`src/sv/tdfe_pkg.sv`:
```
// Package for the table-driven state machine engine.
// Request/response types, opcodes, status codes and register indexes.
// No dependencies.
`default_nettype none

package tdfe_pkg;

   localparam int STATE_SLOTS_DEF      = 16;
   localparam int TRANSITION_SLOTS_DEF = 64;

   localparam int CSR_IDX_W = 4;
   localparam logic [CSR_IDX_W-1:0] CSR_DEFAULT_STATE = CSR_IDX_W'(0);
   localparam logic [CSR_IDX_W-1:0] CSR_DEFAULT_EVENT = CSR_IDX_W'(1);

   localparam logic [1:0] KIND_ADD_STATE = 2'd0;
   localparam logic [1:0] KIND_ADD_TRANS = 2'd1;
   localparam logic [1:0] KIND_RESET     = 2'd2;
   localparam logic [1:0] KIND_EVENT     = 2'd3;

   localparam logic [2:0] STATUS_OK            = 3'd0;
   localparam logic [2:0] STATUS_SAME          = 3'd1;
   localparam logic [2:0] STATUS_NO_MATCH      = 3'd2;
   localparam logic [2:0] STATUS_NEXT_MISSING  = 3'd3;
   localparam logic [2:0] STATUS_RESET_MISSING = 3'd4;
   localparam logic [2:0] STATUS_FULL          = 3'd5;
   localparam logic [2:0] STATUS_NO_CURRENT    = 3'd6;

   typedef struct packed {
      logic [1:0] kind;
      logic [7:0] state_id;
      logic [7:0] event_id;
      logic [7:0] action_id;
      logic [7:0] next_state_id;
   } req_type;

   typedef struct packed {
      logic [2:0] status;
      logic [7:0] transition_action;
      logic [7:0] entry_action;
      logic [7:0] current_state;
      logic       current_valid;
   } rsp_type;

   // compare unit results
   typedef struct packed {
      logic tag_eq;
      logic key_eq;
      logic alt_eq;
   } cmp_type;

endpackage

`default_nettype wire

```
`src/sv/tdfe_cmp.sv`:
```
// Shared compare unit of the engine: owner tag match plus key and fallback key match.
// Uses tdfe_pkg.
`default_nettype none

module tdfe_cmp #(
   parameter int SW = 4
) (
   input  wire logic [SW-1:0]   tag_a,
   input  wire logic [SW-1:0]   tag_b,
   input  wire logic [7:0]      key,
   input  wire logic [7:0]      probe,
   input  wire logic [7:0]      alt,
   output tdfe_pkg::cmp_type    match
);

   always_comb begin
      match.tag_eq = (tag_a == tag_b);
      match.key_eq = (key == probe);
      // a key equal to the probe never counts as a fallback hit
      match.alt_eq = (key != probe) && (key == alt);
   end

endmodule

`default_nettype wire

```
`src/sv/table_driven_fsm_engine.sv`:
```
// Table-driven state machine engine, top level.
// Depends on tdfe_pkg and tdfe_cmp.
//
// One request at a time: a request is taken when start is high and busy is low,
// and its single response shows on rsp_item for exactly one cycle with rsp_valid
// high; the receiver cannot stall it, so capture it then. Add-state and
// add-transition answer the cycle after the request. Reset-to-state scans the
// state table. An event scans the transition table through one memory read
// port and one compare unit, once for the default state's transitions (when a
// default state exists) and again for the current state's if that found
// nothing; when a transition is found whose target differs from the current
// state, it then searches the state table for the target. The table memories
// need no clear after reset; the fill counts bound every scan. Configuration
// writes are always accepted (csr_ready is tied high) and should only be made
// while busy is low.
`default_nettype none

module table_driven_fsm_engine #(
   parameter int STATE_SLOTS      = tdfe_pkg::STATE_SLOTS_DEF,
   parameter int TRANSITION_SLOTS = tdfe_pkg::TRANSITION_SLOTS_DEF
) (
   input  wire logic                          clock,
   input  wire logic                          reset,
   input  wire logic                          start,
   output      logic                          busy,
   input  wire tdfe_pkg::req_type             req_item,
   output      logic                          rsp_valid,
   output      tdfe_pkg::rsp_type             rsp_item,
   input  wire logic                          csr_valid,
   output      logic                          csr_ready,
   input  wire logic [tdfe_pkg::CSR_IDX_W-1:0] csr_index,
   input  wire logic [7:0]                    csr_wdata
);

   localparam int SW   = (STATE_SLOTS > 1) ? $clog2(STATE_SLOTS) : 1;
   localparam int TW   = (TRANSITION_SLOTS > 1) ? $clog2(TRANSITION_SLOTS) : 1;
   localparam int SCW  = $clog2(STATE_SLOTS + 1);
   localparam int TCW  = $clog2(TRANSITION_SLOTS + 1);
   localparam int MAXS = (STATE_SLOTS > TRANSITION_SLOTS) ? STATE_SLOTS : TRANSITION_SLOTS;
   localparam int CW   = $clog2(MAXS + 1);
   localparam int TEW  = SW + 24;   // owner, event, action, next

   // sequencer states
   localparam logic [1:0] ST_IDLE  = 2'd0;
   localparam logic [1:0] ST_TSCAN = 2'd1;   // transition table pass
   localparam logic [1:0] ST_PICK  = 2'd2;   // choose hit, same-state check
   localparam logic [1:0] ST_SSCAN = 2'd3;   // state table search by id

   // configuration registers
   logic [7:0] default_state_ff, default_event_ff;

   // machine state
   logic [1:0]     state_ff, state_in;
   logic [SCW-1:0] scount_ff, scount_in;
   logic [TCW-1:0] tcount_ff, tcount_in;
   logic [SW-1:0]  cur_slot_ff, cur_slot_in;
   logic           cur_pres_ff, cur_pres_in;
   logic [7:0]     cur_id_ff, cur_id_in;      // id of current slot, cached
   logic [SW-1:0]  dflt_slot_ff, dflt_slot_in;
   logic           dflt_pres_ff, dflt_pres_in;

   // request being worked on
   tdfe_pkg::req_type req_ff, req_in;

   // scan control
   logic [CW-1:0] iss_ff, iss_in;     // next entry to read
   logic [CW-1:0] q_idx_ff, q_idx_in; // index of entry in read register
   logic          q_vld_ff, q_vld_in;
   logic          phase_ff, phase_in; // 0 default-state pass, 1 current-state pass

   // scan results
   logic       hit_ff, hit_in;
   logic [7:0] h_act_ff, h_act_in, h_next_ff, h_next_in;
   logic       dhit_ff, dhit_in;
   logic [7:0] d_act_ff, d_act_in, d_next_ff, d_next_in;
   logic [7:0] target_ff, target_in;
   logic [7:0] tact_ff, tact_in;
   logic       found_ff, found_in;
   logic [SW-1:0] fslot_ff, fslot_in;
   logic [7:0] fentry_ff, fentry_in;

   // response
   logic              rsp_valid_ff, rsp_valid_in;
   tdfe_pkg::rsp_type rsp_item_ff, rsp_item_in;

   // memories
   logic [15:0]    smem [STATE_SLOTS];
   logic [TEW-1:0] tmem [TRANSITION_SLOTS];
   logic [15:0]    sq_ff;
   logic [TEW-1:0] tq_ff;
   logic           smem_we, tmem_we, s_rd, t_rd;

   // shared compare unit
   logic [SW-1:0]     cmp_tag_a, cmp_tag_b;
   logic [7:0]        cmp_key, cmp_probe, cmp_alt;
   tdfe_pkg::cmp_type cmp_q;

   tdfe_cmp #(.SW(SW)) u_cmp (
      .tag_a (cmp_tag_a),
      .tag_b (cmp_tag_b),
      .key   (cmp_key),
      .probe (cmp_probe),
      .alt   (cmp_alt),
      .match (cmp_q)
   );

   assign busy      = (state_ff != ST_IDLE);
   assign rsp_valid = rsp_valid_ff;
   assign rsp_item  = rsp_item_ff;
   assign csr_ready = 1'b1;

   // compare operands: transition entry during TSCAN, state id during SSCAN
   always_comb begin
      if (state_ff == ST_SSCAN) begin
         cmp_tag_a = '0;
         cmp_tag_b = '0;
         cmp_key   = sq_ff[15:8];
         cmp_probe = target_ff;
         cmp_alt   = target_ff;
      end else begin
         cmp_tag_a = tq_ff[TEW-1:24];
         cmp_tag_b = phase_ff ? cur_slot_ff : dflt_slot_ff;
         cmp_key   = tq_ff[23:16];
         cmp_probe = req_ff.event_id;
         cmp_alt   = default_event_ff;
      end
   end

   // sequencer
   always_comb begin
      logic       done;
      logic [2:0] r_status;
      logic [7:0] r_tact, r_eact;
      logic       issue;

      state_in     = state_ff;
      scount_in    = scount_ff;
      tcount_in    = tcount_ff;
      cur_slot_in  = cur_slot_ff;
      cur_pres_in  = cur_pres_ff;
      cur_id_in    = cur_id_ff;
      dflt_slot_in = dflt_slot_ff;
      dflt_pres_in = dflt_pres_ff;
      req_in       = req_ff;
      iss_in       = iss_ff;
      q_idx_in     = iss_ff;
      q_vld_in     = 1'b0;
      phase_in     = phase_ff;
      hit_in       = hit_ff;
      h_act_in     = h_act_ff;
      h_next_in    = h_next_ff;
      dhit_in      = dhit_ff;
      d_act_in     = d_act_ff;
      d_next_in    = d_next_ff;
      target_in    = target_ff;
      tact_in      = tact_ff;
      found_in     = found_ff;
      fslot_in     = fslot_ff;
      fentry_in    = fentry_ff;
      smem_we      = 1'b0;
      tmem_we      = 1'b0;
      s_rd         = 1'b0;
      t_rd         = 1'b0;
      rsp_valid_in = 1'b0;
      rsp_item_in  = rsp_item_ff;
      done         = 1'b0;
      r_status     = tdfe_pkg::STATUS_OK;
      r_tact       = 8'd0;
      r_eact       = 8'd0;
      issue        = 1'b0;

      case (state_ff)
         ST_IDLE: begin
            if (start) begin
               req_in = req_item;
               case (req_item.kind)
                  tdfe_pkg::KIND_ADD_STATE: begin
                     done = 1'b1;
                     if (scount_ff >= SCW'(STATE_SLOTS)) begin
                        r_status = tdfe_pkg::STATUS_FULL;
                     end else begin
                        smem_we     = 1'b1;
                        cur_slot_in = scount_ff[SW-1:0];
                        cur_pres_in = 1'b1;
                        cur_id_in   = req_item.state_id;
                        if (req_item.state_id == default_state_ff) begin
                           dflt_slot_in = scount_ff[SW-1:0];
                           dflt_pres_in = 1'b1;
                        end
                        scount_in = scount_ff + 1'b1;
                     end
                  end
                  tdfe_pkg::KIND_ADD_TRANS: begin
                     done = 1'b1;
                     if (!cur_pres_ff) begin
                        r_status = tdfe_pkg::STATUS_NO_CURRENT;
                     end else if (tcount_ff >= TCW'(TRANSITION_SLOTS)) begin
                        r_status = tdfe_pkg::STATUS_FULL;
                     end else begin
                        tmem_we   = 1'b1;
                        tcount_in = tcount_ff + 1'b1;
                     end
                  end
                  tdfe_pkg::KIND_RESET: begin
                     target_in = req_item.state_id;
                     tact_in   = 8'd0;
                     found_in  = 1'b0;
                     iss_in    = '0;
                     state_in  = ST_SSCAN;
                  end
                  default: begin
                     if (!cur_pres_ff) begin
                        done     = 1'b1;
                        r_status = tdfe_pkg::STATUS_NO_CURRENT;
                     end else begin
                        hit_in   = 1'b0;
                        dhit_in  = 1'b0;
                        iss_in   = '0;
                        phase_in = !dflt_pres_ff;
                        state_in = ST_TSCAN;
                     end
                  end
               endcase
            end
         end

         ST_TSCAN: begin
            issue    = (iss_ff < CW'(tcount_ff));
            t_rd     = issue;
            q_vld_in = issue;
            if (issue) begin
               iss_in = iss_ff + 1'b1;
            end
            // last match wins within a pass
            if (q_vld_ff && cmp_q.tag_eq) begin
               if (cmp_q.key_eq) begin
                  hit_in    = 1'b1;
                  h_act_in  = tq_ff[15:8];
                  h_next_in = tq_ff[7:0];
               end else if (phase_ff && cmp_q.alt_eq) begin
                  dhit_in   = 1'b1;
                  d_act_in  = tq_ff[15:8];
                  d_next_in = tq_ff[7:0];
               end
            end
            if (!issue && !q_vld_ff) begin
               if (!phase_ff && !hit_ff) begin
                  phase_in = 1'b1;
                  iss_in   = '0;
               end else begin
                  state_in = ST_PICK;
               end
            end
         end

         ST_PICK: begin
            if (!hit_ff && !dhit_ff) begin
               done     = 1'b1;
               r_status = tdfe_pkg::STATUS_NO_MATCH;
               state_in = ST_IDLE;
            end else begin
               target_in = hit_ff ? h_next_ff : d_next_ff;
               tact_in   = hit_ff ? h_act_ff : d_act_ff;
               if ((hit_ff ? h_next_ff : d_next_ff) == cur_id_ff) begin
                  done     = 1'b1;
                  r_status = tdfe_pkg::STATUS_SAME;
                  r_tact   = hit_ff ? h_act_ff : d_act_ff;
                  state_in = ST_IDLE;
               end else begin
                  found_in = 1'b0;
                  iss_in   = '0;
                  state_in = ST_SSCAN;
               end
            end
         end

         ST_SSCAN: begin
            issue    = (iss_ff < CW'(scount_ff));
            s_rd     = issue;
            q_vld_in = issue;
            if (issue) begin
               iss_in = iss_ff + 1'b1;
            end
            if (q_vld_ff && cmp_q.key_eq) begin
               found_in  = 1'b1;
               fslot_in  = q_idx_ff[SW-1:0];
               fentry_in = sq_ff[7:0];
            end
            if (!issue && !q_vld_ff) begin
               done     = 1'b1;
               state_in = ST_IDLE;
               r_tact   = tact_ff;
               if (found_ff) begin
                  cur_slot_in = fslot_ff;
                  cur_pres_in = 1'b1;
                  cur_id_in   = target_ff;
                  r_eact      = fentry_ff;
               end else if (req_ff.kind == tdfe_pkg::KIND_RESET) begin
                  r_status = tdfe_pkg::STATUS_RESET_MISSING;
               end else begin
                  r_status = tdfe_pkg::STATUS_NEXT_MISSING;
               end
            end
         end

         default: begin
            state_in = ST_IDLE;
         end
      endcase

      if (done) begin
         rsp_valid_in                  = 1'b1;
         rsp_item_in.status            = r_status;
         rsp_item_in.transition_action = r_tact;
         rsp_item_in.entry_action      = r_eact;
         rsp_item_in.current_state     = cur_pres_in ? cur_id_in : 8'd0;
         rsp_item_in.current_valid     = cur_pres_in;
      end
   end

   // control registers
   always_ff @(posedge clock) begin
      if (reset) begin
         state_ff         <= ST_IDLE;
         scount_ff        <= '0;
         tcount_ff        <= '0;
         cur_slot_ff      <= '0;
         cur_pres_ff      <= 1'b0;
         dflt_slot_ff     <= '0;
         dflt_pres_ff     <= 1'b0;
         q_vld_ff         <= 1'b0;
         rsp_valid_ff     <= 1'b0;
         default_state_ff <= 8'hFF;
         default_event_ff <= 8'hFF;
      end else begin
         state_ff     <= state_in;
         scount_ff    <= scount_in;
         tcount_ff    <= tcount_in;
         cur_slot_ff  <= cur_slot_in;
         cur_pres_ff  <= cur_pres_in;
         dflt_slot_ff <= dflt_slot_in;
         dflt_pres_ff <= dflt_pres_in;
         q_vld_ff     <= q_vld_in;
         rsp_valid_ff <= rsp_valid_in;
         if (csr_valid && csr_ready) begin
            case (csr_index)
               tdfe_pkg::CSR_DEFAULT_STATE: default_state_ff <= csr_wdata;
               tdfe_pkg::CSR_DEFAULT_EVENT: default_event_ff <= csr_wdata;
               default: ;
            endcase
         end
      end
   end

   // payload registers
   always_ff @(posedge clock) begin
      cur_id_ff   <= cur_id_in;
      req_ff      <= req_in;
      iss_ff      <= iss_in;
      q_idx_ff    <= q_idx_in;
      phase_ff    <= phase_in;
      hit_ff      <= hit_in;
      h_act_ff    <= h_act_in;
      h_next_ff   <= h_next_in;
      dhit_ff     <= dhit_in;
      d_act_ff    <= d_act_in;
      d_next_ff   <= d_next_in;
      target_ff   <= target_in;
      tact_ff     <= tact_in;
      found_ff    <= found_in;
      fslot_ff    <= fslot_in;
      fentry_ff   <= fentry_in;
      rsp_item_ff <= rsp_item_in;
   end

   // state table: {id, entry action}
   always_ff @(posedge clock) begin
      if (smem_we) begin
         smem[scount_ff[SW-1:0]] <= {req_item.state_id, req_item.action_id};
      end
      if (s_rd) begin
         sq_ff <= smem[iss_ff[SW-1:0]];
      end
   end

   // transition table: {owner slot, event, action, next id}
   always_ff @(posedge clock) begin
      if (tmem_we) begin
         tmem[tcount_ff[TW-1:0]] <= {cur_slot_ff, req_item.event_id,
                                     req_item.action_id, req_item.next_state_id};
      end
      if (t_rd) begin
         tq_ff <= tmem[iss_ff[TW-1:0]];
      end
   end

endmodule

`default_nettype wire

```
`config.mk`:
```
export PLATFORM = sky130hd
export DESIGN_NAME = table_driven_fsm_engine
export DESIGN_NICKNAME = d
export VERILOG_FILES = /design/src/sv/tdfe_pkg.sv /design/src/sv/tdfe_cmp.sv /design/src/sv/table_driven_fsm_engine.sv
export SDC_FILE = /design/constraint.sdc
export NUM_CORES = 2
export LEC_CHECK = 0
export BUFFER_PORTS_ARGS = -buffer_cell sky130_fd_sc_hd__buf_2
export CAP_MARGIN = 20
export CELL_PAD_IN_SITES_DETAIL_PLACEMENT = 1
export CELL_PAD_IN_SITES_GLOBAL_PLACEMENT = 1
export CORE_MARGIN = 1
export CORE_UTILIZATION = 52
export CTS_CLUSTER_DIAMETER = 150
export DETAILED_ROUTE_END_ITERATION = 8
export MAX_ROUTING_LAYER = met4
export PLACE_DENSITY_LB_ADDON = 0.1
export SLEW_MARGIN = 15
export SYNTH_ARGS = -nofsm -noshare
export SYNTH_HDL_FRONTEND = slang
export SYNTH_HIERARCHICAL = 1
export SYNTH_SLANG_ARGS = --single-unit
```
`constraint.sdc`:
```
create_clock -name clock -period 9 [get_ports clock]
set_clock_uncertainty 0.2 [all_clocks]
set_input_delay 1.8 -clock clock [delete_from_list [all_inputs] [get_ports clock]]
set_output_delay 1.8 -clock clock [all_outputs]
set_load 0.02 [all_outputs]
```
==> flow_summary_export.csv <==
group,metric,value,unit
global_route,grt_busiest_layer,"met1",
synthesis,ys_seq_area_share,77.3,%
timing,fin_setup_tns,0,ns
global_route,track_usage,26.9,%
synthesis,synth_edf_count,2201,
placed_design,dpl.cell_count,5980,
cts,ctsResizeCount,0,
floorplanning,die_x,411,um
global_route,use_met2,38.3,%
pwr,powerDensity,299,mW/mm2
setup_path,required,9.25,ns
routing,wirelength,217000,um
floorplanning,core_area,0.165,mm2
routing,via_count,40600,
setup_path,crit_chain,"inv_1 > ha_1 > nand2_1 > nor4_4 > and2_1 > nand3_2 > nor2_4",
layout,area_growth,12.5,%
synthesis,synth_nets,3907,
run_status,outcome,"completed",
global_route,grt_max_degree,117,
setup_path,start_kind,"register",
pwr,p_sw_share,29.5,%
cts,hold_buffers,0,
pwr,ir_worst_vdd,0.329,mV
floorplanning,initial_core_util,52.5,%
placed_design,place_area,0.0903,mm2
setup_path,crit_buf_inv,1,
pwr,p_int,20.6,mW
synthesis,netlist_area,0.0869,mm2
cts,clkSinkCount,2255,
placed_design,hpwlAfterDp,127000,um
timing,whs,0.206,ns
synthesis,synth_flop_cell,"edfxtp_1",
global_route,antenna_found_initial,6,
floorplanning,dieArea,0.169,mm2
timing,finalSetupViolCount,0,
timing,relSlewSlack,20.6,%
layout,finalNonFillerCells,6393,
timing,rsz0062_at_grt,"no",
cts,cts-buffers-inserted,221,
floorplanning,ios,81,
timing,drv_slew,0,
pwr,sequentialPowerShare,41.5,%
layout,drive_above_1_share,28.3,%
global_route,grt_pass1_vias,41100,
timing,layout_min_cycle_time,5.02,ns
pwr,clockPowerShare,31.7,%
synthesis,avgSynthCellArea,22.6,um2
setup_path,slowest_delay,1.17,ns
timing,tightest_slew,1.19,ns
routing,dr.pass1.iters,5,
timing,period_share,55.8,%
layout,fill_cells,13300,
layout,final_area,0.0977,mm2
global_route,use_met3,3.87,%
synthesis,synth_seq_cells,2255,
floorplanning,rows,149,
timing,fmax,199,MHz
setup_path,end_kind,"register",
cts,clock_latency,0.85,ns
synthesis,yosysWarnings,6,
global_route,grt_first_pass_wirelength,308000,um
cts,clockBufferDepth,3,
routing,via_per_inst,6.35,
setup_path,slowest_stage,"nor2_4",
pwr,power_frac_comb,26.8,%
layout,multiInputGateArea,0.0192,mm2
routing,routedWlPerCell,34.0,um
setup_path,worstSetupPathType,"reg2reg",
layout,layout_commonest_cell,"edfxtp_1",
setup_path,cpLargestDelayFamily,"simple AND/OR/NAND/NOR gates",
routing,drc,0,
routing,drt-initial-drc-count,4641,
cts,cts-root-buf,"clkbuf_16",
layout,layout_common_cells,"edfxtp_1, mux4_2, clkbuf_16, nor2_1, mux2i_1",
synthesis,synth_cell_types,61,
cts,cts_htree_levels,4,
synthesis,syn_inst,3837,
layout,finalNetCount,4092,
min_path,hold_path.class,"reg2reg",
setup_path,cp_max_fo,28,
synthesis,async_flop_share,0,%
floorplanning,die_y,411,um
run,drv_cap,0,
setup_path,arrival,5.27,ns
placed_design,gp_congestion,0.844,
pwr,cellLeakagePower,30.3,nW
pwr,switching_power,8.61,mW
cts,clk_pin_slew,0.06,ns
global_route,overflow,0,
cts,cts_setup_buffers,0,
timing,hold_violations,0,
routing,postRouteAntennaNets,0,
layout,regArea,0.0672,mm2
cts,cts_tree,"done",
global_route,use_met1,41.1,%
placed_design,port_buffers,79,
kinds of logic after synthesis:
family	synth area share, %
other	0.00432
AND/OR/NAND/NOR	1.82
AO/OA/AOI/OAI	1.88
XOR/XNOR	0.434
flip-flops	77.3
adder cells (fa/ha/maj)	0.288
buffers and inverters	1.25
multiplexers	17.0
Yosys cell counts (all sizes together), types with 4 or more instances:
master | count | share of area (%)
a211o | 17 | 0.17
nor4 | 8 | 0.089
a22o | 12 | 0.12
and4 | 8 | 0.081
a31oi | 7 | 0.050
o211a | 4 | 0.046
inv | 42 | 0.18
nor2 | 183 | 0.80
a21boi | 7 | 0.060
nor2b | 16 | 0.12
a311oi | 6 | 0.060
nand2 | 53 | 0.23
a2111oi | 9 | 0.15
a22oi | 47 | 0.41
clkbuf | 94 | 0.41
mux4 | 612 | 16
ha | 20 | 0.29
nand3 | 15 | 0.086
and3 | 17 | 0.12
edfxtp | 2201 | 76
mux2i | 87 | 1.0
nand4 | 7 | 0.050
dfxtp | 54 | 1.2
xnor2 | 25 | 0.25
nand2b | 6 | 0.043
o21ai | 34 | 0.20
a21o | 7 | 0.060
a21oi | 33 | 0.19
and2 | 4 | 0.029
o22ai | 28 | 0.20
nor3 | 17 | 0.11
buf | 103 | 0.66
mux2 | 9 | 0.12
o31ai | 8 | 0.069
xor2 | 18 | 0.18
or2 | 5 | 0.036
worst paths after layout:
path                     from            to  slack, ns  cells past startpoint
setup / recovery  state_ff[1]  tmem[46][16]       3.98                      7
hold / removal    q_idx_ff[1]   fslot_ff[1]       0.21                      0
setup reg to reg  state_ff[1]  tmem[46][16]       3.98                      7
hold reg to reg   q_idx_ff[1]   fslot_ff[1]       0.21                      0
layout make-up:
type | instances | share of cell area [%]
Timing Repair Buffer | 159 | 1.25
Clock buffer | 272 | 5.97
Sequential cell | 2255 | 68.8
Inverter | 43 | 0.165
Tap cell | 2189 | 2.80
Antenna cell | 4 | 0.0102
Multi-Input combinational cell | 1342 | 19.6
Clock inverter | 129 | 1.42
power groups by stage:
stage | logic [mW] | clock network (mW) | registers, mW
after floorplan | 5.08 | 0 | 12.3
after global placement | 7.76 | 0 | 12.3
after detailed placement | 7.83 | 0 | 12.4
after CTS | 7.87 | 9.42 | 12.1
after global routing | 8.21 | 9.74 | 12.2
final | 7.82 | 9.26 | 12.1
sequential cells by signal (all words and copies together), names as in the netlist, 2 cells and up:
signal            cells
iss_ff                7
state_ff              2
tcount_ff             7
q_idx_ff              4
sq_ff                16
scount_ff             5
tq_ff                28
cur_slot_ff           4
tact_ff               8
target_ff             8
d_next_ff             8
fslot_ff              4
default_state_ff      8
tmem               1792
smem                256
rsp_item             28
dflt_slot_ff          4
req_ff               10
h_next_ff             8
cur_id_ff             8
h_act_ff              8
fentry_ff             8
d_act_ff              8
default_event_ff      8
metal layers:
metal	wire [um]	share of wire (%)
met3	15000	6.9
met1	98000	45
met2	99000	46
met4	5290	2.4
met5	0	0
metrics by stage:
stage	setup WS (ns)	power [mW]	utilization [%]
4_1_cts	4.05	29.4	59.0
2_1_floorplan	4.38	17.4	-
3_5_place_dp	3.32	20.2	54.6
5_1_grt	3.79	30.1	59.1
6_report	3.98	29.2	59.1
3_3_place_gp	3.39	20.1	54.6
Power figures use the tool's default switching activity.
